`config.mk`:
```
export PLATFORM = sky130hd
export DESIGN_NAME = npws_queue
export DESIGN_NICKNAME = d
export VERILOG_FILES = /design/src/npws_pkg.sv /design/src/npws_queue.sv
export SDC_FILE = /design/constraint.sdc
export NUM_CORES = 1
export LEC_CHECK = 0
export BUFFER_PORTS_ARGS = -buffer_cell sky130_fd_sc_hd__buf_2
export CAP_MARGIN = 0
export CORE_ASPECT_RATIO = 1.4
export CORE_MARGIN = 8
export CORE_UTILIZATION = 52
export CTS_CLUSTER_SIZE = 10
export DETAILED_ROUTE_END_ITERATION = 6
export PLACE_DENSITY = 0.89
export SLEW_MARGIN = 20
export SYNTH_ARGS = -nofsm -noshare
export SYNTH_HDL_FRONTEND = slang
export SYNTH_SLANG_ARGS = --single-unit
export TNS_END_PERCENT = 100
```
`constraint.sdc`:
```
create_clock -name clock -period 5.4 [get_ports clock]
set_clock_uncertainty 0.15 [all_clocks]
set_input_delay 1.35 -clock clock [delete_from_list [all_inputs] [get_ports clock]]
set_output_delay 1.35 -clock clock [all_outputs]
set_load 0.005 [all_outputs]
```
`src/npws_pkg.sv`:
```
// ----------------------------------------------------------------------------
// npws_pkg
// Shared constants, types and helpers of the nearest point window search.
// ----------------------------------------------------------------------------
package npws_pkg;

   // table geometry and coordinate format
   localparam int MAX_POINTS  = 4096;
   localparam int COORD_BITS  = 24;
   localparam int ADDR_W      = $clog2(MAX_POINTS);
   localparam int CNT_W       = $clog2(MAX_POINTS + 1);

   // fixed field widths of the ports
   localparam int CMD_W       = 2;
   localparam int IDX_W       = 12;
   localparam int COUNT_W     = 13;
   localparam int POS_W       = 24;

   // distance arithmetic
   localparam int SQ_W        = 2 * COORD_BITS;
   localparam int DIST_W      = SQ_W + 2;

   // command queue between front and back
   localparam int QUEUE_DEPTH = 2;

   // command codes
   typedef enum logic [CMD_W-1:0] {
      CMD_WRITE  = 2'd0,
      CMD_FULL   = 2'd1,
      CMD_WINDOW = 2'd2,
      CMD_NONE   = 2'd3
   } npws_cmd_code_type;

   // one queued item: a table write or a scan
   typedef struct packed {
      logic                  is_write;
      logic [ADDR_W-1:0]     index;
      logic [CNT_W-1:0]      count;
      logic [COORD_BITS-1:0] x;
      logic [COORD_BITS-1:0] y;
      logic [COORD_BITS-1:0] z;
   } npws_entry_type;

   // number of entries in use, saturated to the table size
   function automatic logic [CNT_W-1:0] npws_eff_count(input logic [COUNT_W-1:0] cnt);
      logic [CNT_W-1:0] result;
      if (COUNT_W'(cnt) > COUNT_W'(MAX_POINTS)) begin
         result = CNT_W'(MAX_POINTS);
      end else begin
         result = CNT_W'(cnt);
      end
      return result;
   endfunction

endpackage

```
`src/npws_queue.sv`:
```
// ----------------------------------------------------------------------------
// npws_queue
// Short command queue between the front and the back.
// ----------------------------------------------------------------------------
module npws_queue
   import npws_pkg::*;
(
   input  logic           clock,
   input  logic           reset,
   input  logic           push_valid,
   input  npws_entry_type push_entry,
   output logic           full,
   output logic           not_empty,
   input  logic           pop,
   output npws_entry_type head
);

   localparam int PTR_W   = $clog2(QUEUE_DEPTH);
   localparam int LEVEL_W = $clog2(QUEUE_DEPTH + 1);

   npws_entry_type       slots_ff [QUEUE_DEPTH];
   logic [PTR_W-1:0]     wr_ptr_ff, wr_ptr_in;
   logic [PTR_W-1:0]     rd_ptr_ff, rd_ptr_in;
   logic [LEVEL_W-1:0]   level_ff,  level_in;
   logic                 push;

   assign full      = (level_ff == LEVEL_W'(QUEUE_DEPTH));
   assign not_empty = (level_ff != '0);
   assign push      = push_valid && !full;
   assign head      = slots_ff[rd_ptr_ff];

   // pointer wrap and fill level
   always_comb begin
      wr_ptr_in = wr_ptr_ff;
      rd_ptr_in = rd_ptr_ff;
      level_in  = level_ff;
      if (push) begin
         wr_ptr_in = (wr_ptr_ff == PTR_W'(QUEUE_DEPTH - 1)) ? '0 : wr_ptr_ff + 1'b1;
      end
      if (pop) begin
         rd_ptr_in = (rd_ptr_ff == PTR_W'(QUEUE_DEPTH - 1)) ? '0 : rd_ptr_ff + 1'b1;
      end
      if (push && !pop) begin
         level_in = level_ff + 1'b1;
      end else if (pop && !push) begin
         level_in = level_ff - 1'b1;
      end
   end

   always_ff @(posedge clock) begin
      if (reset) begin
         wr_ptr_ff <= '0;
         rd_ptr_ff <= '0;
         level_ff  <= '0;
      end else begin
         wr_ptr_ff <= wr_ptr_in;
         rd_ptr_ff <= rd_ptr_in;
         level_ff  <= level_in;
      end
      if (push) begin
         slots_ff[wr_ptr_ff] <= push_entry;
      end
   end

endmodule

```
# After elaboration in Yosys (flattened, before gate mapping)
# Memories as Yosys holds them, arrays and structs flattened. A register that Yosys moved wholly into a read port is not among the register bits.
# Cells that the tools add are included.
# totals
regBits	4
latch_bits	0
ram_bits	196
mem_bits_ro	0
input_bits	102
output_inout_bits	100
elab_cells	25
n_memories	1
# op_classes
add_sub_neg	4
mul	0
div	0
order_cmp	0
n_eq_ne	1
shift	0
n_mux	8
n_bitwise	0
reduce_logical	8
# memory_table
memory	words	width	read_ports	rd_clocked_by_memory_dff	write_ports	line_no	rtl
slots_ff	2	98	1	1	1	npws_queue.sv:21	npws_entry_type slots_ff [QUEUE_DEPTH];
# op_table
cell	n
2-to-1 mux 1 bit	6
2-to-1 mux 2 bit	2
nonzero test 2 bit	2
logical AND 1 bit	3
logical NOT 1 bit	3
adder 1 bit, second input constant	2
adder 2 x 1 -> 2 bit, second input constant	1
equality test 2 bit, second input constant	1
subtractor 2 x 1 -> 2 bit, second input constant	1

# Longest topological paths before layout
# logic_depth
depth_word	7
depth_mapped	6
ltp_nobuf	6

# Least setup slack after synthesis
# Ideal clock, no wire load.
# synth_path
path_kind	input port to flip-flop
from	input push_valid
to	memory slots_ff[1][0] (netlist name), enable pin
setup_time_ns	0.468
t_arrival_ns	3.804
required_time_ns	4.782
slack_ns	0.978
cell_stages	3
path_buffers	0
cell_sequence	inv_1 nor2_1 and2_1
# synth_between
elab_chain_len	3
# synth_rtl
element	line_no	rtl
from (decl)	npws_queue.sv:10	input logic push_valid,
logical AND 1 bit	npws_queue.sv:29	assign push = push_valid && !full;
2-to-1 mux 1 bit	npws_queue.sv:60	if (push) begin
2-to-1 mux 1 bit (implied by the code)	npws_queue.sv:61	slots_ff[wr_ptr_ff] <= push_entry;
to (decl)	npws_queue.sv:21	
# Every way passes these cells.

==> results <==
- The flow ran to the end, and the final reports show no timing, DRC or antenna violations.
- The die outline width is 117 µm.
- In this run the static leakage power is 3.51 nW.
- By area the synthesized netlist is led by sky130_fd_sc_hd__edfxtp_1, sky130_fd_sc_hd__mux2_2, sky130_fd_sc_hd__mux2_4.
- In this run the core area contains 51 standard-cell rows.
- After synthesis, the largest area contributor takes up 80.0% of total cell area.
- The final HPWL from detailed placement is 10100 µm.
- The most used flip-flop cell after synthesis is sky130_fd_sc_hd__edfxtp_1.
- The number of antenna cells inserted is 0.
- The number of buffers created by CTS is 24.
- On the final layout, the worst hold slack is 0.357 ns.
- The tree is rooted in a sky130_fd_sc_hd__clkbuf_16.
- Per report_power, the clock group accounts for 36.2% of the total.
- Dividing total power by cell area gives a power density of 409 nW/µm².
- TritonCTS built the clock tree.
- The worst path uses 67.7% of the clock period.
- Setup total negative slack on the finished layout was measured at 0 ns.
- Headroom to the max-slew limit came out at 33.9%.
- The worst setup path is of the reg2out kind.
- The highest fanout seen on the critical path is 42.
- The number of endpoints failing setup at the final stage is 0.
- The hold buffer count at cts is 0.
- For the pin with the worst max-slew slack, the measured transition is 0.992 ns.
- The fmax is 0.274 GHz.
- The clock latency on the worst-skew pair is 0.50 ns.
- The relative contribution of combinational cells to total power is 12.1%.
- The wire length of the first global-routing pass is 22600 µm.
- Of the total power, registers draw 51.7%.
- The boundary pin count is 202.
- The share of flip-flops with an asynchronous set or reset is 0%.
- The routed via count is 3778.
- Once detail routing completed, the nets flagged for antenna violations numbered 0.
- The cell count after synthesis came out at 330.
- The number of warnings issued by yosys is 0.
- On the critical path, the stage with the largest delay is an instance of sky130_fd_sc_hd__dfxtp_4.
- The fraction of layout cells with a size suffix above 1 is 59.5%.
- STA classifies the critical path startpoint as a register.
- The initial antenna violation count is 0.
- The critical path goes through buf_4 > mux2_2 > buf_2.
- The final estimated routing congestion in global placement is 0.721.
- The tool flagged a number of max-cap violations equal to 0.
- The placeable core region is 13800 µm².
- The maximum VDD drop is 350 µV.
- Net switching is 22.2% of the power.
- The number of nets in the layout is 653.
- At the worst endpoint, the required time is 3.90 ns.
- Setup repair after global routing left no endpoint under its margin.
- The critical path's largest stage delay is 0.76 ns.
- The largest area contributor in the synthesized netlist is sky130_fd_sc_hd__edfxtp_1.
- Once the clock tree was built, the resizer swapped 0 gates to a different size.
- The total count of hold-check failures in the final report is 0.
- The area of the die is 18300 µm².
- CTS built an H-tree with a depth of 1.
- The die boundary height is 157 µm.
- Global routing used 16.1% of the available tracks across all layers.
- The via count normalized by instance count is 5.07.
- Counting flops and latches in the post-synthesis netlist gives 201.
- The count of input and output buffers is 201.
- The initial detailed-routing violation count is 208.
- Counting both buffers and inverters, the worst setup path holds a total of 2.
- The worst path in the final design needs a cycle of 3.65 ns, including I/O delays and setup.
- The final global-route overflow total is 0.
- The net switching power is 0.000837 W.
- STA classifies the critical path endpoint as an output port.
- The clock net sink count is 201.
- The post-CTS setup buffer count is 0.
- The count of final max-slew check failures came to 0.
- The total wirelength of the detailed-routed design is 15000 µm.
- After clock tree synthesis, the clock-pin slew on the worst setup and hold paths is 0.05 ns.
- The maximum number of pins on one net before global-route repair is 85.
- In the final routed layout, each cell accounts on average for 20.1 µm.
- The number of different library cells in the post-synthesis netlist is 17.
- The detailed-route DRC error count is 0.
- The internal power summed over all cells is 0.00294 W.
- STA puts the critical path data arrival time at 2.15 ns.
- The post-layout total power is 0.00377 W.
- The number of enable flip-flop cells after synthesis is 196.
- The cell area after synthesis is 7360 µm².
- The number of buffers between clock root and the deepest sink is 3.
- The dominant delay contributor by cell family on the critical path is flip-flops.
- The via count of the first global-routing pass is 4430.
- The net count after synthesis is 433.
- The first detailed-routing pass took 4 iterations.
- From synthesis to final layout, the design area changed by 25.4%.
- Setup slack on the worst reg-to-reg path comes out at 2.78 ns.
- Dividing the synthesized area by the synthesized cell count gives 22.3 µm².
- The initial utilization of the core area, before any placement, comes to 53.2%.
- The path class of the tightest hold or removal check is reg2reg.
- After synthesis, flip-flops and latches occupy 81.3% of the total area.
[registers in the layout, indices dropped and copies added (netlist names), named ones only]
name       flops
level_ff       2
wr_ptr_ff      1
rd_ptr_ff      1
slots_ff     196
[cells by family (layout without fill, tap and decap cells)]
kind of cell / Yosys count / in the layout / share of synthesized area, %
AOI/OAI and AO/OA: 4 / 4 / 0.272
xor gates and xnor gates: 3 / 3 / 0.357
adders and majority gates: 1 / 1 / 0.170
buffers and inverters: 14 / 244 / 1.24
DFF: 201 / 201 / 81.3
muxes: 98 / 98 / 16.0
and+or+nand+nor: 9 / 9 / 0.629
[cell usage in the layout (no fill, tap or decap), types with 3 or more instances in the layout]
cell type / netlist / layout
sky130_fd_sc_hd__buf_2: 7 / 201
sky130_fd_sc_hd__edfxtp_1: 196 / 196
sky130_fd_sc_hd__mux2_2: 78 / 78
sky130_fd_sc_hd__clkbuf_16: 0 / 24
sky130_fd_sc_hd__mux2_4: 20 / 20
sky130_fd_sc_hd__clkbuf_1: 0 / 10
sky130_fd_sc_hd__nor2_1: 4 / 4
sky130_fd_sc_hd__dfxtp_1: 5 / 4
sky130_fd_sc_hd__buf_4: 0 / 3
[synth_stat cells (2+ instances only)]
cell / number
sky130_fd_sc_hd__buf_2: 7
sky130_fd_sc_hd__inv_1: 3
sky130_fd_sc_hd__o21ai_0: 2
sky130_fd_sc_hd__xor2_1: 2
sky130_fd_sc_hd__edfxtp_1: 196
sky130_fd_sc_hd__mux2_2: 78
sky130_fd_sc_hd__nor2_1: 4
sky130_fd_sc_hd__dfxtp_1: 5
sky130_fd_sc_hd__a21oi_1: 2
sky130_fd_sc_hd__buf_6: 4
sky130_fd_sc_hd__or3_1: 2
sky130_fd_sc_hd__mux2_4: 20
[per-stage QoR]
stage | util [%] | cell area, µm² | cells | setup slack (ns)
2_1_floorplan | - | 7360 | 330 | 0.978
3_3_place_gp | 61.7 | 8550 | 708 | 1.87
3_5_place_dp | 61.7 | 8550 | 708 | 1.77
4_1_cts | 66.5 | 9210 | 744 | 1.27
5_1_grt | 66.7 | 9230 | 745 | 1.65
6_report | 66.7 | 9230 | 745 | 1.75
[layout make-up]
| class | instances | area [µm²] |
|---|---|---|
| clock inverter | 2 | 25.0 |
| timing repair buffer | 205 | 1050 |
| clock buffer | 34 | 638 |
| inverter | 3 | 13.8 |
| fill | 931 | 4610 |
| sequential | 201 | 5990 |
| multi-input combinational | 115 | 1290 |
| tap | 185 | 231 |
[power groups by stage]
stage / registers (W) / clock network (W) / logic (W)
3_3_place_gp: 0.00198 / 0 / 0.000431
2_1_floorplan: 0.00196 / 0 / 0.000261
3_5_place_dp: 0.00199 / 0 / 0.000451
4_1_cts: 0.00196 / 0.00139 / 0.000456
6_report: 0.00195 / 0.00136 / 0.000459
5_1_grt: 0.00196 / 0.00145 / 0.000499
[per-layer routing]
metal	up-vias	global-route usage, %	wire, µm
met5	-	0	0
li1	1742	-	-
met2	164	29.5	8070
met3	38	4.47	1210
met4	0	6.43	401
met1	1834	16.8	5280
[path summary, 6_finish.rpt]
check | from | to | depth (start not counted)
hold reg to reg | wr_ptr_ff | wr_ptr_ff | 2
setup reg to reg | level_ff[0] | slots_ff[1][35] | 4
hold / removal | wr_ptr_ff | wr_ptr_ff | 2
setup / recovery | register | head[95] | 3
[tightest hold or removal path: stages, from the launching register on]
cell	delay (ns)
sky130_fd_sc_hd__dfxtp_1	0.32
sky130_fd_sc_hd__o21ai_0	0.07
sky130_fd_sc_hd__a21oi_1	0.07
Power figures use the tool's default switching activity.
