**src/npws_pkg.sv**
```systemverilog
// ----------------------------------------------------------------------------
// npws_pkg
// Shared constants, types and helpers of the nearest point window search.
// ----------------------------------------------------------------------------
package npws_pkg;

   // table geometry and coordinate format
   localparam int MAX_POINTS  = 4096;
   localparam int COORD_BITS  = 24;
   localparam int ADDR_W      = $clog2(MAX_POINTS);
   localparam int CNT_W       = $clog2(MAX_POINTS + 1);

   // fixed field widths of the ports
   localparam int CMD_W       = 2;
   localparam int IDX_W       = 12;
   localparam int COUNT_W     = 13;
   localparam int POS_W       = 24;

   // distance arithmetic
   localparam int SQ_W        = 2 * COORD_BITS;
   localparam int DIST_W      = SQ_W + 2;

   // command queue between front and back
   localparam int QUEUE_DEPTH = 2;

   // command codes
   typedef enum logic [CMD_W-1:0] {
      CMD_WRITE  = 2'd0,
      CMD_FULL   = 2'd1,
      CMD_WINDOW = 2'd2,
      CMD_NONE   = 2'd3
   } npws_cmd_code_type;

   // one queued item: a table write or a scan
   typedef struct packed {
      logic                  is_write;
      logic [ADDR_W-1:0]     index;
      logic [CNT_W-1:0]      count;
      logic [COORD_BITS-1:0] x;
      logic [COORD_BITS-1:0] y;
      logic [COORD_BITS-1:0] z;
   } npws_entry_type;

   // number of entries in use, saturated to the table size
   function automatic logic [CNT_W-1:0] npws_eff_count(input logic [COUNT_W-1:0] cnt);
      logic [CNT_W-1:0] result;
      if (COUNT_W'(cnt) > COUNT_W'(MAX_POINTS)) begin
         result = CNT_W'(MAX_POINTS);
      end else begin
         result = CNT_W'(cnt);
      end
      return result;
   endfunction

endpackage

```
**src/npws_front.sv**
```systemverilog
// ----------------------------------------------------------------------------
// npws_front
// Accepts items, classifies them and works out the scan start and length.
// ----------------------------------------------------------------------------
module npws_front
   import npws_pkg::*;
(
   input  logic                  clock,
   input  logic                  reset,
   input  logic [COUNT_W-1:0]    point_count,
   input  logic                  req_valid,
   output logic                  req_ready,
   input  logic [CMD_W-1:0]      req_command,
   input  logic [IDX_W-1:0]      req_entry_index,
   input  logic signed [POS_W-1:0] req_pos_x,
   input  logic signed [POS_W-1:0] req_pos_y,
   input  logic signed [POS_W-1:0] req_pos_z,
   input  logic [IDX_W-1:0]      req_last_index,
   input  logic [COUNT_W-1:0]    req_window_size,
   output logic                  push_valid,
   input  logic                  queue_full,
   output npws_entry_type        push_entry
);

   localparam int BIT_CNT_W = $clog2(IDX_W + 1);

   typedef enum logic [1:0] {
      S_IDLE,
      S_MOD,
      S_WRAP,
      S_PUSH
   } state_type;

   state_type             state_ff,   state_in;
   npws_entry_type        entry_ff,   entry_in;
   logic [CNT_W-1:0]      rem_ff,     rem_in;
   logic [IDX_W-1:0]      shift_ff,   shift_in;
   logic [BIT_CNT_W-1:0]  bit_cnt_ff, bit_cnt_in;
   logic [CNT_W-1:0]      back_ff,    back_in;

   logic [CNT_W-1:0]      n;
   logic [CNT_W-1:0]      win;
   logic [CNT_W-1:0]      win_back;
   logic [CNT_W+1:0]      win3;
   logic [CNT_W-1:0]      win_fwd;
   logic [CNT_W-1:0]      rem_step;
   logic [CNT_W:0]        start_sum;
   logic                  accept;

   assign n         = npws_eff_count(point_count);
   assign req_ready = (state_ff == S_IDLE);
   assign accept    = req_valid && req_ready;

   // window span clamped to the count, split a quarter back, three quarters ahead
   assign win      = (CNT_W'(req_window_size) > n) ? n : CNT_W'(req_window_size);
   assign win_back = win >> 2;
   assign win3     = {2'b00, win} + {1'b0, win, 1'b0};
   assign win_fwd  = CNT_W'(win3 >> 2);

   // one restoring step of last_index modulo n
   always_comb begin
      rem_step = {rem_ff[CNT_W-2:0], shift_ff[IDX_W-1]};
      if (rem_step >= n) begin
         rem_step = rem_step - n;
      end
   end

   // first index of the window, wrapped once
   always_comb begin
      start_sum = {1'b0, rem_ff} + {1'b0, n} - {1'b0, back_ff};
      if (start_sum >= {1'b0, n}) begin
         start_sum = start_sum - {1'b0, n};
      end
   end

   // next state and registered outputs
   always_comb begin
      state_in   = state_ff;
      entry_in   = entry_ff;
      rem_in     = rem_ff;
      shift_in   = shift_ff;
      bit_cnt_in = bit_cnt_ff;
      back_in    = back_ff;
      unique case (state_ff)
         S_IDLE: begin
            if (accept) begin
               entry_in.x = COORD_BITS'(req_pos_x);
               entry_in.y = COORD_BITS'(req_pos_y);
               entry_in.z = COORD_BITS'(req_pos_z);
               case (npws_cmd_code_type'(req_command))
                  CMD_WRITE: begin
                     entry_in.is_write = 1'b1;
                     entry_in.index    = ADDR_W'(req_entry_index);
                     entry_in.count    = '0;
                     if ({1'b0, req_entry_index} < (IDX_W + 1)'(MAX_POINTS)) begin
                        state_in = S_PUSH;
                     end
                  end
                  CMD_FULL: begin
                     entry_in.is_write = 1'b0;
                     entry_in.index    = '0;
                     entry_in.count    = n;
                     state_in          = S_PUSH;
                  end
                  CMD_WINDOW: begin
                     entry_in.is_write = 1'b0;
                     entry_in.index    = '0;
                     entry_in.count    = (n == '0) ? '0 : (win_back + win_fwd);
                     back_in           = win_back;
                     rem_in            = '0;
                     shift_in          = req_last_index;
                     bit_cnt_in        = BIT_CNT_W'(IDX_W);
                     state_in          = (n == '0) ? S_PUSH : S_MOD;
                  end
                  default: begin
                     state_in = S_IDLE;
                  end
               endcase
            end
         end
         S_MOD: begin
            rem_in     = rem_step;
            shift_in   = {shift_ff[IDX_W-2:0], 1'b0};
            bit_cnt_in = bit_cnt_ff - 1'b1;
            if (bit_cnt_ff == BIT_CNT_W'(1)) begin
               state_in = S_WRAP;
            end
         end
         S_WRAP: begin
            entry_in.index = ADDR_W'(start_sum);
            state_in       = S_PUSH;
         end
         S_PUSH: begin
            if (!queue_full) begin
               state_in = S_IDLE;
            end
         end
         default: begin
            state_in = S_IDLE;
         end
      endcase
   end

   always_ff @(posedge clock) begin
      if (reset) begin
         state_ff <= S_IDLE;
      end else begin
         state_ff <= state_in;
      end
      entry_ff   <= entry_in;
      rem_ff     <= rem_in;
      shift_ff   <= shift_in;
      bit_cnt_ff <= bit_cnt_in;
      back_ff    <= back_in;
   end

   assign push_valid = (state_ff == S_PUSH);
   assign push_entry = entry_ff;

endmodule

```
**config.mk**
```make
export PLATFORM = sky130hd
export DESIGN_NAME = npws_front
export DESIGN_NICKNAME = d
export VERILOG_FILES = /design/src/npws_pkg.sv /design/src/npws_front.sv
export SDC_FILE = /design/constraint.sdc
export NUM_CORES = 1
export LEC_CHECK = 0
export BUFFER_PORTS_ARGS = -buffer_cell sky130_fd_sc_hd__buf_2
export CAP_MARGIN = 20
export CORE_MARGIN = 1
export CORE_UTILIZATION = 45
export CTS_CLUSTER_DIAMETER = 120
export CTS_CLUSTER_SIZE = 28
export DETAILED_ROUTE_END_ITERATION = 7
export PLACE_DENSITY_LB_ADDON = 0.12
export SLEW_MARGIN = 5
export SYNTH_ARGS = -nofsm -noshare
export SYNTH_HDL_FRONTEND = slang
export SYNTH_SLANG_ARGS = --single-unit
```
**constraint.sdc**
```tcl
create_clock -name clock -period 6.8 [get_ports clock]
set_input_delay 0 -clock clock [delete_from_list [all_inputs] [get_ports clock]]
set_output_delay 0 -clock clock [all_outputs]
set_load 0.05 [all_outputs]
```
After elaboration in Yosys (flattened, before gate mapping) --
Cells that the tools add are included.
Storage, ports and cells: word-level logic and storage cells 70, output and inout bits 100, bits in registers 140
Operators by class: reduce and logical (&&, ||, !) cells 14, magnitude comparators 4, multiplexer cells 23, add/subtract/negate cells 7, equality and inequality tests 11
Operator list (count):
- $mux 97 | 1
- $mux 13 | 6
- $pmux 26 s3 | 1
- $pmux 12 s2 | 2
- $mux 12 | 3
- $pmux 13 s2 | 1
- $add 13x14->15 | 1
- $reduce_and 3->1 | 5
- $add 13x13->14 | 1
- $ge 14x13->1 | 1
- $sub 14x11->14 | 1
- $add 11x13->13 | 1
- $ge 13x13->1 | 1
- $gt 13x13->1 | 1
- $gt 13x13->1 const B | 1
- $logic_not 13->1 | 1
- $sub 13x13->13 | 1
- $sub 12x12->12 | 1
- $mux 2 | 4
- $mux 4 | 2
- $pmux 2 s4 | 1
- $pmux 4 s2 | 1
- $eq 2x2->1 const B | 3
- $eq 2x1->1 const B | 2
- other kinds (12) | 16

Depth between registers and ports, before layout --
Gate-level depths: netlist of run 1.
depth after elaboration 10, gate-level depth with buffers 26

Least setup slack after synthesis of run 1 --
Ideal clock, no wire load.
path kind input to register, start input port point_count[12], end register entry_ff (netlist bit push_entry[84]) (data pin), cell stages on the path 24, path buffers 2, data arrival time 5.127 ns, setup slack 1.397 ns, cells stage by stage inv_1 > clkbuf_1 > nand2_1 > ha_1 > nand4_1 > or4_1 > a21bo_2 > clkbuf_1 > o21ai_0 > fa_1 > a21o_1 > a21oi_1 > o21ai_0 > a31oi_1 > o21bai_1 > a21oi_1 > xnor2_1 > ha_1 > and3_1 > a21oi_1 > o21ai_0 > or2_2 > a211oi_1 > o32ai_1
Between the ends: cells in the longest elaborated chain, start to end 8
Ends and longest elaborated chain:
- start: declaration | line npws_front.sv:10 | input logic [COUNT_W-1:0] point_count,
- $gt 13x13->1 | line npws_pkg.sv:47 | if (COUNT_W'(cnt) > COUNT_W'(MAX_POINTS)) begin
- $mux 13 (*) | line npws_pkg.sv:47
- $gt 13x13->1 | line npws_front.sv:55 | assign win = (CNT_W'(req_window_size) > n) ? n : CNT_W'(req_window_size);
- $mux 13 (*) | line npws_front.sv:55
- named net win[2] | line npws_front.sv:42 | logic [CNT_W-1:0] win;
- $add 13x14->15 | line npws_front.sv:57 | assign win3 = {2'b00, win} + {1'b0, win, 1'b0};
- $add 11x13->13 (*) | line npws_front.sv:108 | entry_in.count = (n == '0) ? '0 : (win_back + win_fwd);
- $mux 13 (*) | line npws_front.sv:108
- $pmux 26 s3 (*) | line npws_front.sv:90 | case (npws_cmd_code_type'(req_command))
- end signal: assignment | line npws_front.sv:150 | entry_ff <= entry_in;
- end: declaration | line npws_front.sv:35 | npws_entry_type entry_ff, entry_in;
Mark *: on every way through the listed nets, which the timed path passes. The rest lies on a longest branch. A chain may end at the register's enable or synchronous reset.

Final worst setup path of run 1 --
start input port point_count[10], end register entry_ff (netlist bit push_entry[84]) (data pin)
Same word-level chain as after synthesis.

==> results.sh, run 1 <==
export IMPL_status="finished, violations left"
export IMPL_failed_checks="hold timing"
export IMPL_row_count=51
export IMPL_synth_top_area_share_pct=46.16
export IMPL_relSlewSlack_pct=42.45
export IMPL_fin_util_pct=61.96
export IMPL_slew_viol_final=0
export IMPL_hold_violations=1
export IMPL_initial_utilization_pct=45.98
export IMPL_io_buffers=227
export IMPL_yosysWarningCount=0
export IMPL_startpoint_type="input pin"
export IMPL_cts_root_buffer="clkbuf_16"
export IMPL_cp_arrival_ps=6020
export IMPL_firstDrtPassIters=5
export IMPL_antenna_found_initial=6
export IMPL_drive_gt1_share_pct=26.06
export IMPL_whs_ps=-3.699
export IMPL_max_freq_mhz=171.0
export IMPL_ys_top_cells_by_area="edfxtp_1 (46%), ha_1 (12%), fa_1 (3.3%), xnor2_1 (3.3%), a21oi_1 (3.2%)"
export IMPL_ys_seq_area_share_pct=46.61
export IMPL_multi_input_comb_area_mm2=0.004444
export IMPL_synth_nets=1048
export IMPL_cp_required_ps=6970
export IMPL_via_per_inst=5.277
export IMPL_dpl_hpwl_um=19910
export IMPL_yosys_area_top_type="edfxtp_1"
export IMPL_fillers=1631
export IMPL_drtIter0Drc=431
export IMPL_cts_tree="yes"
export IMPL_min_period_ps=5847
export IMPL_die_h_um=143.2
export IMPL_totalWireLength_um=27300
export IMPL_yosys_register_bits=140
export IMPL_syn_avg_cell_area_um2=10.99
export IMPL_nets=1392
export IMPL_synth_edf_count=138
export IMPL_cts_inserted_buffers=17
export IMPL_grt_first_pass_wirelength_um=40230
export IMPL_irDropWorstVdd_v=0.0002505
export IMPL_syn_cell_area_mm2=0.008977
export IMPL_crit_type="in2reg"
export IMPL_synthCells=817
export IMPL_grt_use_total_pct=26.42
export IMPL_cap_violations=0
export IMPL_hp_class="in2reg"
export IMPL_drc=0
export IMPL_die_w_um=143.2
export IMPL_setup_viol=0
export IMPL_critical_path_peak_fanout=25
export IMPL_ctsResizeCount=0
export IMPL_async_flop_share_pct=0
export IMPL_clk_pin_slew_ps=70
export IMPL_clk_path_buf_depth=2
export IMPL_area_growth_pct=34.76
export IMPL_grt_max_degree=38
export IMPL_core_area_mm2=0.01953
export IMPL_ys_types=67
export IMPL_power_w=0.004936
export IMPL_cts_sinks=140
export IMPL_fin_crit_sh_pct=85.98
export IMPL_final_antenna_net_count=0
export IMPL_globalplace_congestion=0.8789
export IMPL_power_density_mw_per_mm2=408.0
export IMPL_rsz0062_at_grt="no"
export IMPL_tightest_slew_ps=861.2
export IMPL_synth_main_ff_cell="edfxtp_1"
export IMPL_post_cts_buffers=0
export IMPL_insertion_delay_ps=430
export IMPL_io_pins=228
export IMPL_clock_skew_ps=9.915
export IMPL_die_area_mm2=0.02052
export IMPL_endpoint_kind="register"
export IMPL_num_vias=7630
export IMPL_grt_overflow_total=0
export IMPL_htree_levels=4
export IMPL_seqCellArea_mm2=0.004184
export IMPL_fin_setup_tns_ps=0
export IMPL_grt_pass1_vias=7319
export IMPL_routedWlPerCell_um=18.88
export IMPL_leakage_nw=5.332
[logic make-up after synthesis]
logic type,synth area share (%)
compound gates,15.51
xor+xnor,4.683
fa+ha+maj,15.61
buf+inv,3.888
flops,46.61
mux,2.606
simple gates,11.09
[through the flow]
step	instance area (µm²)	setup WS, ps	instances
finish	12100	953.2	1446
global placement	10460	894.4	1305
detailed placement	10470	750.9	1306
global route	12090	535.6	1443
floorplan	8977	1397	817
CTS	12070	1024	1437
[what timing repair did]
item | 4_1_cts | 5_1_grt
hold buffers | 99 | 0
hold endpoints to repair | 100 | 0
setup endpoints to repair | 0 | 0
[sequential cells by signal, summed over array words and instances (netlist names)]
name / cells
push_entry: 98
rem_ff: 13
shift_ff: 12
back_ff: 11
bit_cnt_ff: 4
state_ff: 2
[critical path, stage by stage]
cell	delay (ps)
dlygate4sd3_1	520
buf_2	150
nand2_1	60
buf_4	200
ha_1	320
nand4_1	120
or4_1	530
a21bo_2	480
o21ai_0	350
fa_1	530
a21o_1	190
a21oi_1	290
o21ai_0	170
a31oi_1	300
o21bai_1	100
a21oi_1	180
xnor2_1	150
ha_1	310
and3_1	190
a21oi_1	120
o21ai_0	120
or2_2	300
a211oi_1	240
o32ai_1	120
[layer usage]
layer | vias to the layer above | wire length, µm | track usage [%]
met5 | - | 0 | 0
met4 | 0 | 981 | 12.49
met3 | 57 | 1839 | 5.433
met2 | 288 | 13290 | 44.65
met1 | 3563 | 11190 | 32.25
li1 | 3722 | - | -
[cell usage after synthesis (all sizes together), types with 3 or more instances]
master and number:
a21o 23, xnor2 34, o211a 3, clkbuf 13, o211ai 5, and2 5, mux2 11, ha 88
inv 76, nand3 21, nand2b 5, edfxtp 138, a21boi 3, a32oi 3, a21oi 61, or2 4
nor2 33, nand2 66, a31oi 5, or4 3, nor2b 4, o31ai 4, and3 6, o21bai 10
a211oi 11, nor3 22, o21a 11, or3 6, o21ai 55, fa 15, nor4 4, nand4 12
xor2 14, nor3b 3, mux2i 11
[area by class of cell]
type	count	area share [%]
multi-input cells	586	36.74
flip-flops and latches	140	34.58
clock buffers	17	3.516
diodes	7	0.1448
inverters	76	2.358
clock inverters	15	1.469
repair buffers	340	18.45
well taps	265	2.741
[placed cells by master (no fill, tap or decap), types with 11 or more instances in the layout]
cell type        n
mux2i_1         11
buf_2          227
ha_1            88
nand3_1         21
dlygate4sd3_1   99
fa_1            15
nand4_1         12
nor2_1          33
a21o_1          23
edfxtp_1       138
inv_1           75
o21a_1          11
nand2_1         66
o21ai_0         43
clkbuf_16       17
xnor2_1         34
xor2_1          14
buf_4           14
nor3_1          22
mux2_2          11
o21ai_1         11
a21oi_1         58
[power breakdown]
part           total, W  internal [W]  switching (W)
clock network  0.000938      0.000495       0.000443
logic           0.00272      0.000991        0.00173
registers       0.00128       0.00121      0.0000674
total           0.00494       0.00270        0.00224
[final timing paths]
| kind | start | endpoint | slack [ps] | cells past startpoint |
|---|---|---|---|---|
| worst max-delay path | point_count[10] | push_entry[84]$_DFFE_PP_ | 950 | 24 |
| worst min-delay path | queue_full | state_ff[1]$_SDFFE_PP0P_ | -4 | 4 |
| worst max register to register | rem_ff[1]$_SDFFCE_PN0P_ | push_entry[85]$_DFFE_PP_ | 1250 | 21 |
| worst min register to register | state_ff[1]$_SDFFE_PP0P_ | state_ff[1]$_SDFFE_PP0P_ | 540 | 2 |
Power figures use the tool's default switching activity.
==> inputs of run 2 (changes only) <==
--- a/config.mk
+++ b/config.mk
@@ -13,7 +13,7 @@
 export CTS_CLUSTER_SIZE = 28
 export DETAILED_ROUTE_END_ITERATION = 7
 export PLACE_DENSITY_LB_ADDON = 0.12
-export SLEW_MARGIN = 5
+export RECOVER_POWER = 100
 export SYNTH_ARGS = -nofsm -noshare
 export SYNTH_HDL_FRONTEND = slang
 export SYNTH_SLANG_ARGS = --single-unit
==> constraint.sdc (replaced) <==
create_clock -name clock -period 6.35 [get_ports clock]
set_input_delay 0 -clock clock [delete_from_list [all_inputs] [get_ports clock]]
set_output_delay 0 -clock clock [all_outputs]
set_load 0.05 [all_outputs]
==> run 2 against run 1 <==
Compared with the run above: the run ends with capacitance limit, slew limit left; critical path depth fell by 3; global-route usage fell by 0.15 points; clock power rose by 13%; sequential power rose by 9%; clock skew rose by 3.0 ps; die area did not move; worst hold slack improved by 19 ps; power rose by 7.0%; via count barely moved; largest cell class unchanged; largest power group unchanged.
==> results.sh, run 2 (synthesis gave the netlist of run 1 again) <==
export IMPL_grt_first_pass_wirelength_um=40300
export IMPL_crit_type="reg2reg"
export IMPL_cap_violations=2
export IMPL_drc=0
export IMPL_endpoint_kind="register"
export IMPL_initial_utilization_pct=45.98
export IMPL_io_buffers=227
export IMPL_status="finished, violations left"
export IMPL_tightest_slew_ps=3710
export IMPL_rsz0062_at_grt="no"
export IMPL_die_w_um=143.2
export IMPL_row_count=51
export IMPL_place_area_mm2=0.01052
export IMPL_io_pins=228
export IMPL_hold_depth=4
export IMPL_hold_violations=0
export IMPL_min_period_ps=5699
export IMPL_totalWireLength_um=26920
export IMPL_nets=1399
export IMPL_irDropWorstVdd_v=0.0001956
export IMPL_relSlewSlack_pct=-147.3
export IMPL_final_common_cell="edfxtp_1"
export IMPL_insertion_delay_ps=430
export IMPL_stdcell_area_mm2=0.01200
export IMPL_die_h_um=143.2
export IMPL_grt_max_degree=73
export IMPL_power_w=0.005283
export IMPL_ctsResizeCount=0
export IMPL_fillers=1695
export IMPL_largest_reg_flops=98
export IMPL_fin_crit_sh_pct=89.75
export IMPL_cp_required_ps=6520
export IMPL_globalplace_congestion=0.9200
export IMPL_cts_sinks=140
export IMPL_firstDrtPassIters=5
export IMPL_cts_inserted_buffers=17
export IMPL_drive_gt1_share_pct=16.34
export IMPL_num_vias=7632
export IMPL_area_growth_pct=33.70
export IMPL_cts_tree="yes"
export IMPL_routedWlPerCell_um=18.55
export IMPL_post_place_ws_ps=565.1
export IMPL_regToRegStartpoint="rem_ff[1]$_SDFFCE_PN0P_"
export IMPL_power_density_mw_per_mm2=440.1
export IMPL_slew_viol_final=103
export IMPL_leakage_nw=5.062
export IMPL_failed_checks="capacitance limit, slew limit"
export IMPL_max_freq_mhz=175.5
export IMPL_final_cell_mix="edfxtp_1 (138), buf_2 (116), clkbuf_1 (115)"
export IMPL_startpoint_type="register"
export IMPL_grt_pass1_vias=7322
export IMPL_hp_class="in2reg"
export IMPL_final_antenna_net_count=0
export IMPL_reg2reg_depth=21
export IMPL_setup_viol=0
export IMPL_htree_levels=4
export IMPL_core_area_mm2=0.01953
export IMPL_hold_path_startpoint="queue_full"
export IMPL_clk_path_buf_depth=2
export IMPL_setup_ws_ps=650.8
export IMPL_clk_pin_slew_ps=70
export IMPL_holdPathEnd="state_ff[1]$_SDFFE_PP0P_"
export IMPL_antenna_found_initial=2
export IMPL_whs_ps=15.56
export IMPL_fin_setup_tns_ps=0
export IMPL_rrSetupSlack_ps=650
export IMPL_cts_root_buffer="clkbuf_16"
export IMPL_grt_overflow_total=0
export IMPL_cp_arrival_ps=5860
export IMPL_grt_use_total_pct=26.28
export IMPL_clock_skew_ps=12.93
export IMPL_regToRegEndpoint="push_entry[85]$_DFFE_PP_"
export IMPL_dpl_hpwl_um=20110
export IMPL_critical_path_peak_fanout=13
export IMPL_die_area_mm2=0.02052
export IMPL_via_per_inst=5.260
export IMPL_drtIter0Drc=487
==> run 2: changes by cell type in the layout (fill, tap and decap cells not counted), moves of 2 or more <==
cell	delta
buf_2	-111
buf_4	+2
bufinv_16	+2
clkbuf_1	+115
clkinv_8	-3
clkinvlp_4	-3
diode_2	-2
inv_6	+2
o21ai_0	+8
o21ai_1	-8
==> run 2: layer usage <==
metal	share of wire [%]	vias up	GRT usage, %
met5	0	-	0
met4	3.7	0	13.55
met3	5.9	65	5.399
met2	48	274	42.93
met1	43	3565	32.85
li1	-	3728	-
==> run 2: through the flow <==
| step | util [%] | cells |
|---|---|---|
| finish | 61.47 | 1451 |
| global route | 61.43 | 1448 |
| CTS | 62.14 | 1443 |
| detailed placement | 53.86 | 1312 |
| global placement | 53.86 | 1312 |
| floorplan | - | 817 |
==> run 2: worst max-delay path by stage <==
stage | startpoint | to | slack, ps | cells past startpoint
final | rem_ff[1]$_SDFFCE_PN0P_ | push_entry[85]$_DFFE_PP_ | 650 | 21
after global routing | rem_ff[1]$_SDFFCE_PN0P_ | push_entry[85]$_DFFE_PP_ | 250 | 21
after CTS | rem_ff[1]$_SDFFCE_PN0P_ | push_entry[85]$_DFFE_PP_ | 700 | 21
after detailed placement | point_count[12] | push_entry[84]$_DFFE_PP_ | 570 | 24
after global placement | point_count[0] | push_entry[85]$_DFFE_PP_ | 590 | 24
after floorplan | point_count[12] | push_entry[84]$_DFFE_PP_ | 950 | 24
==> run 2: layout make-up <==
cell class	count	area [µm²]	area share, %
Antenna cell	5	12.51	0.1042
Multi-Input combinational cell	586	4436	36.95
Sequential cell	140	4184	34.86
Clock buffer	17	425.4	3.544
Inverter	76	285.3	2.377
Clock inverter	15	200.2	1.668
Tap cell	265	331.6	2.762
Timing Repair Buffer	347	2128	17.73
==> run 2: timing repair <==
action / in CTS / in global routing
hold buffers: 99 / 0
endpoints found under the hold margin: 100 / 0
setup buffers: 0 / 0
==> run 2: where the power goes <==
part	internal [W]	leakage, nW	total, W	switching (W)
clock network	0.000605	0.309	0.00106	0.000451
logic	0.00101	3.43	0.00283	0.00182
registers	0.00132	1.32	0.00139	0.0000754
total	0.00294	5.06	0.00528	0.00235
==> run 2: worst max-delay path, cell delays in order, from the launching register on <==
cell and delay [ps]:
edfxtp_1 400, inv_1 80, fa_1 540, inv_1 70, fa_1 450, a21o_1 170, a21oi_1 240, o21bai_1 140
a2111oi_2 480, o31ai_1 160, a21oi_1 190, xor2_1 330, inv_1 80, ha_1 380, nand4_1 160, nor4_1 80
o21a_1 180, o21a_1 190, a311oi_4 260, o311ai_4 320, mux2i_1 400, o21ai_0 120
==> inputs of run 3 (changes only) <==
--- a/config.mk
+++ b/config.mk
@@ -12,7 +12,7 @@
 export CTS_CLUSTER_DIAMETER = 120
 export CTS_CLUSTER_SIZE = 28
 export DETAILED_ROUTE_END_ITERATION = 7
-export PLACE_DENSITY_LB_ADDON = 0.12
+export PLACE_DENSITY = 0.65
 export RECOVER_POWER = 100
 export SYNTH_ARGS = -nofsm -noshare
 export SYNTH_HDL_FRONTEND = slang
==> run 3 against run 2 <==
Compared with the run above: the flow still finishes with violations (capacitance limit, slew limit); critical path depth stayed put; power fell by 3.6%; wire length shrank 5.1%; count of clock-buffer cells in the layout grew 1; clock power fell by 11%; register-to-register slack got worse by 60 ps; core utilization decreased by 0.19 points; non-clock buffer count up 9; largest power group unchanged.
==> results.sh, run 3 (synthesis gave the netlist of run 1 again) <==
export IMPL_insertion_delay_ps=430
export IMPL_clkPwrFrac_pct=18.6
export IMPL_num_vias=7551
export IMPL_final_cell_mix="edfxtp_1 (138), buf_2 (122), clkbuf_1 (115)"
export IMPL_setup_ws_ps=589.1
export IMPL_antenna_found_initial=4
export IMPL_die_area_mm2=0.02052
export IMPL_die_h_um=143.2
export IMPL_cts_inserted_buffers=17
export IMPL_relSlewSlack_pct=-143.7
export IMPL_critPathMaxStageDelay_ps=590
export IMPL_drc=0
export IMPL_cp_arrival_ps=5920
export IMPL_cp_slowest_cell="a2111oi_0"
export IMPL_largest_reg_flops=98
export IMPL_cts_tree="yes"
export IMPL_cp_cell_sequence="inv_1 -> fa_1 -> inv_1 -> fa_1 -> a21o_1 -> a21oi_1 -> o21bai_1 -> a2111oi_0 -> o31ai_1 -> a21oi_1 -> xor2_1 -> inv_1 -> ha_1 -> nand4_1 -> nor4_1 -> o21a_1 -> o21a_1 -> a311oi_1 -> o311ai_2 -> mux2i_1 -> o21ai_0"
export IMPL_routedWlPerCell_um=17.52
export IMPL_via_per_inst=5.175
export IMPL_crit_start="rem_ff[1]$_SDFFCE_PN0P_"
export IMPL_min_period_ps=5761
export IMPL_fin_setup_tns_ps=0
export IMPL_slew_viol_final=103
export IMPL_firstDrtPassIters=4
export IMPL_clk_path_buf_depth=2
export IMPL_p_switching_w=0.002264
export IMPL_p_int_w=0.002828
export IMPL_fin_crit_sh_pct=90.72
export IMPL_drive_gt1_share_pct=16.13
export IMPL_hp_class="in2reg"
export IMPL_max_freq_mhz=173.6
export IMPL_post_place_ws_ps=396.9
export IMPL_cap_violations=2
export IMPL_initial_utilization_pct=45.98
export IMPL_p_sw_share_pct=44.47
export IMPL_grt_overflow_total=0
export IMPL_crit_type="reg2reg"
export IMPL_regToRegStartpoint="rem_ff[1]$_SDFFCE_PN0P_"
export IMPL_comb_power_share_pct=54.2
export IMPL_stdcell_area_mm2=0.01197
export IMPL_totalWireLength_um=25560
export IMPL_io_pins=228
export IMPL_failed_checks="capacitance limit, slew limit"
export IMPL_tightest_slew_ps=3656
export IMPL_core_area_mm2=0.01953
export IMPL_row_count=51
export IMPL_multi_input_comb_area_mm2=0.004394
export IMPL_seqCellArea_mm2=0.004184
export IMPL_globalplace_congestion=0.9541
export IMPL_power_density_mw_per_mm2=425.6
export IMPL_leakage_nw=5.034
export IMPL_fin_util_pct=61.28
export IMPL_clk_pin_slew_ps=70
export IMPL_dpl_hpwl_um=19040
export IMPL_critical_path_most_common_cell="inv_1"
export IMPL_die_w_um=143.2
export IMPL_irDropWorstVdd_v=0.0002143
export IMPL_post_cts_buffers=0
export IMPL_htree_levels=4
export IMPL_critical_path_peak_fanout=13
export IMPL_ctsResizeCount=0
export IMPL_setup_viol=0
export IMPL_final_common_cell="edfxtp_1"
export IMPL_grt_first_pass_wirelength_um=38270
export IMPL_endpoint_kind="register"
export IMPL_startpoint_type="register"
export IMPL_status="finished, violations left"
export IMPL_grt_max_degree=73
export IMPL_hold_path_startpoint="point_count[6]"
export IMPL_area_growth_pct=33.28
export IMPL_grt_use_total_pct=24.97
export IMPL_cts_root_buffer="clkbuf_16"
export IMPL_rrSetupSlack_ps=590
export IMPL_fillers=1691
export IMPL_hold_violations=0
export IMPL_cts_sinks=140
export IMPL_clock_skew_ps=10.54
export IMPL_power_w=0.005092
export IMPL_nets=1408
export IMPL_rsz0062_at_grt="no"
export IMPL_io_buffers=227
export IMPL_drtIter0Drc=503
export IMPL_cp_required_ps=6510
export IMPL_grt_pass1_vias=7350
export IMPL_place_area_mm2=0.01054
export IMPL_p_seq_share_pct=27.2
export IMPL_final_antenna_net_count=0
==> run 3: cell count changes in the layout (fill, tap and decap cells not counted), moves of 3 or more <==
cell           previous run  this run
dlygate4sd3_1            99       107
buf_2                   116       122
clkinvlp_4                0         5
buf_4                    16        13
inv_8                     6         3
==> run 3: area by class of cell <==
cell class                      count  area share [%]
Sequential cell                   140           34.97
Tap cell                          265           2.771
Inverter                           76           2.384
Multi-Input combinational cell    586           36.72
Clock inverter                     14           1.035
Clock buffer                       18           3.587
Antenna cell                        4         0.08366
Timing Repair Buffer              356           18.45
==> run 3: power groups by stage <==
| stage | clock network, W | logic [W] | registers, W |
|---|---|---|---|
| floorplan | 0 | 0.00178 | 0.00182 |
| global placement | 0 | 0.00277 | 0.00138 |
| detailed placement | 0 | 0.00279 | 0.00138 |
| CTS | 0.000959 | 0.00286 | 0.00136 |
| global route | 0.000994 | 0.00304 | 0.00141 |
| finish | 0.000945 | 0.00276 | 0.00139 |
==> run 3: path summary, 6_finish.rpt <==
kind,end,depth (start not counted)
hold / removal,push_entry[78]$_DFFE_PP_,3
setup reg to reg,push_entry[85]$_DFFE_PP_,21
setup / recovery,push_entry[85]$_DFFE_PP_,21
hold reg to reg,shift_ff[8]$_DFFE_PP_,1
==> run 3: worst max-delay path, delay by kind of cell (launching register included) <==
family          cells  cell delay, ps
buf+inv             3             230
xor+xnor            1             250
flops               1             450
simple gates        2             220
mux                 1             340
fa+ha+maj           3            1330
compound gates     11            2650
==> run 3: stage by stage <==
step,std cells,hold WS (ps)
6_report,1459,23.64
4_1_cts,1454,6.519
5_1_grt,1459,50.27
3_3_place_gp,1315,177.2
2_1_floorplan,817,72.76
3_5_place_dp,1315,178.2
==> run 3: timing repair <==
item                                    CTS  global route
endpoints found under the setup margin    0             0
hold buffers                            107             0
hold endpoints to repair                106             0
==> run 3: per-layer routing <==
metal  up-vias  GRT usage [%]  wire, µm
li1       3756              -         -
met1      3491          30.57     10760
met2       272          41.98     12280
met3        32          6.170      1916
met4         0          10.25       598
met5         -              0         0
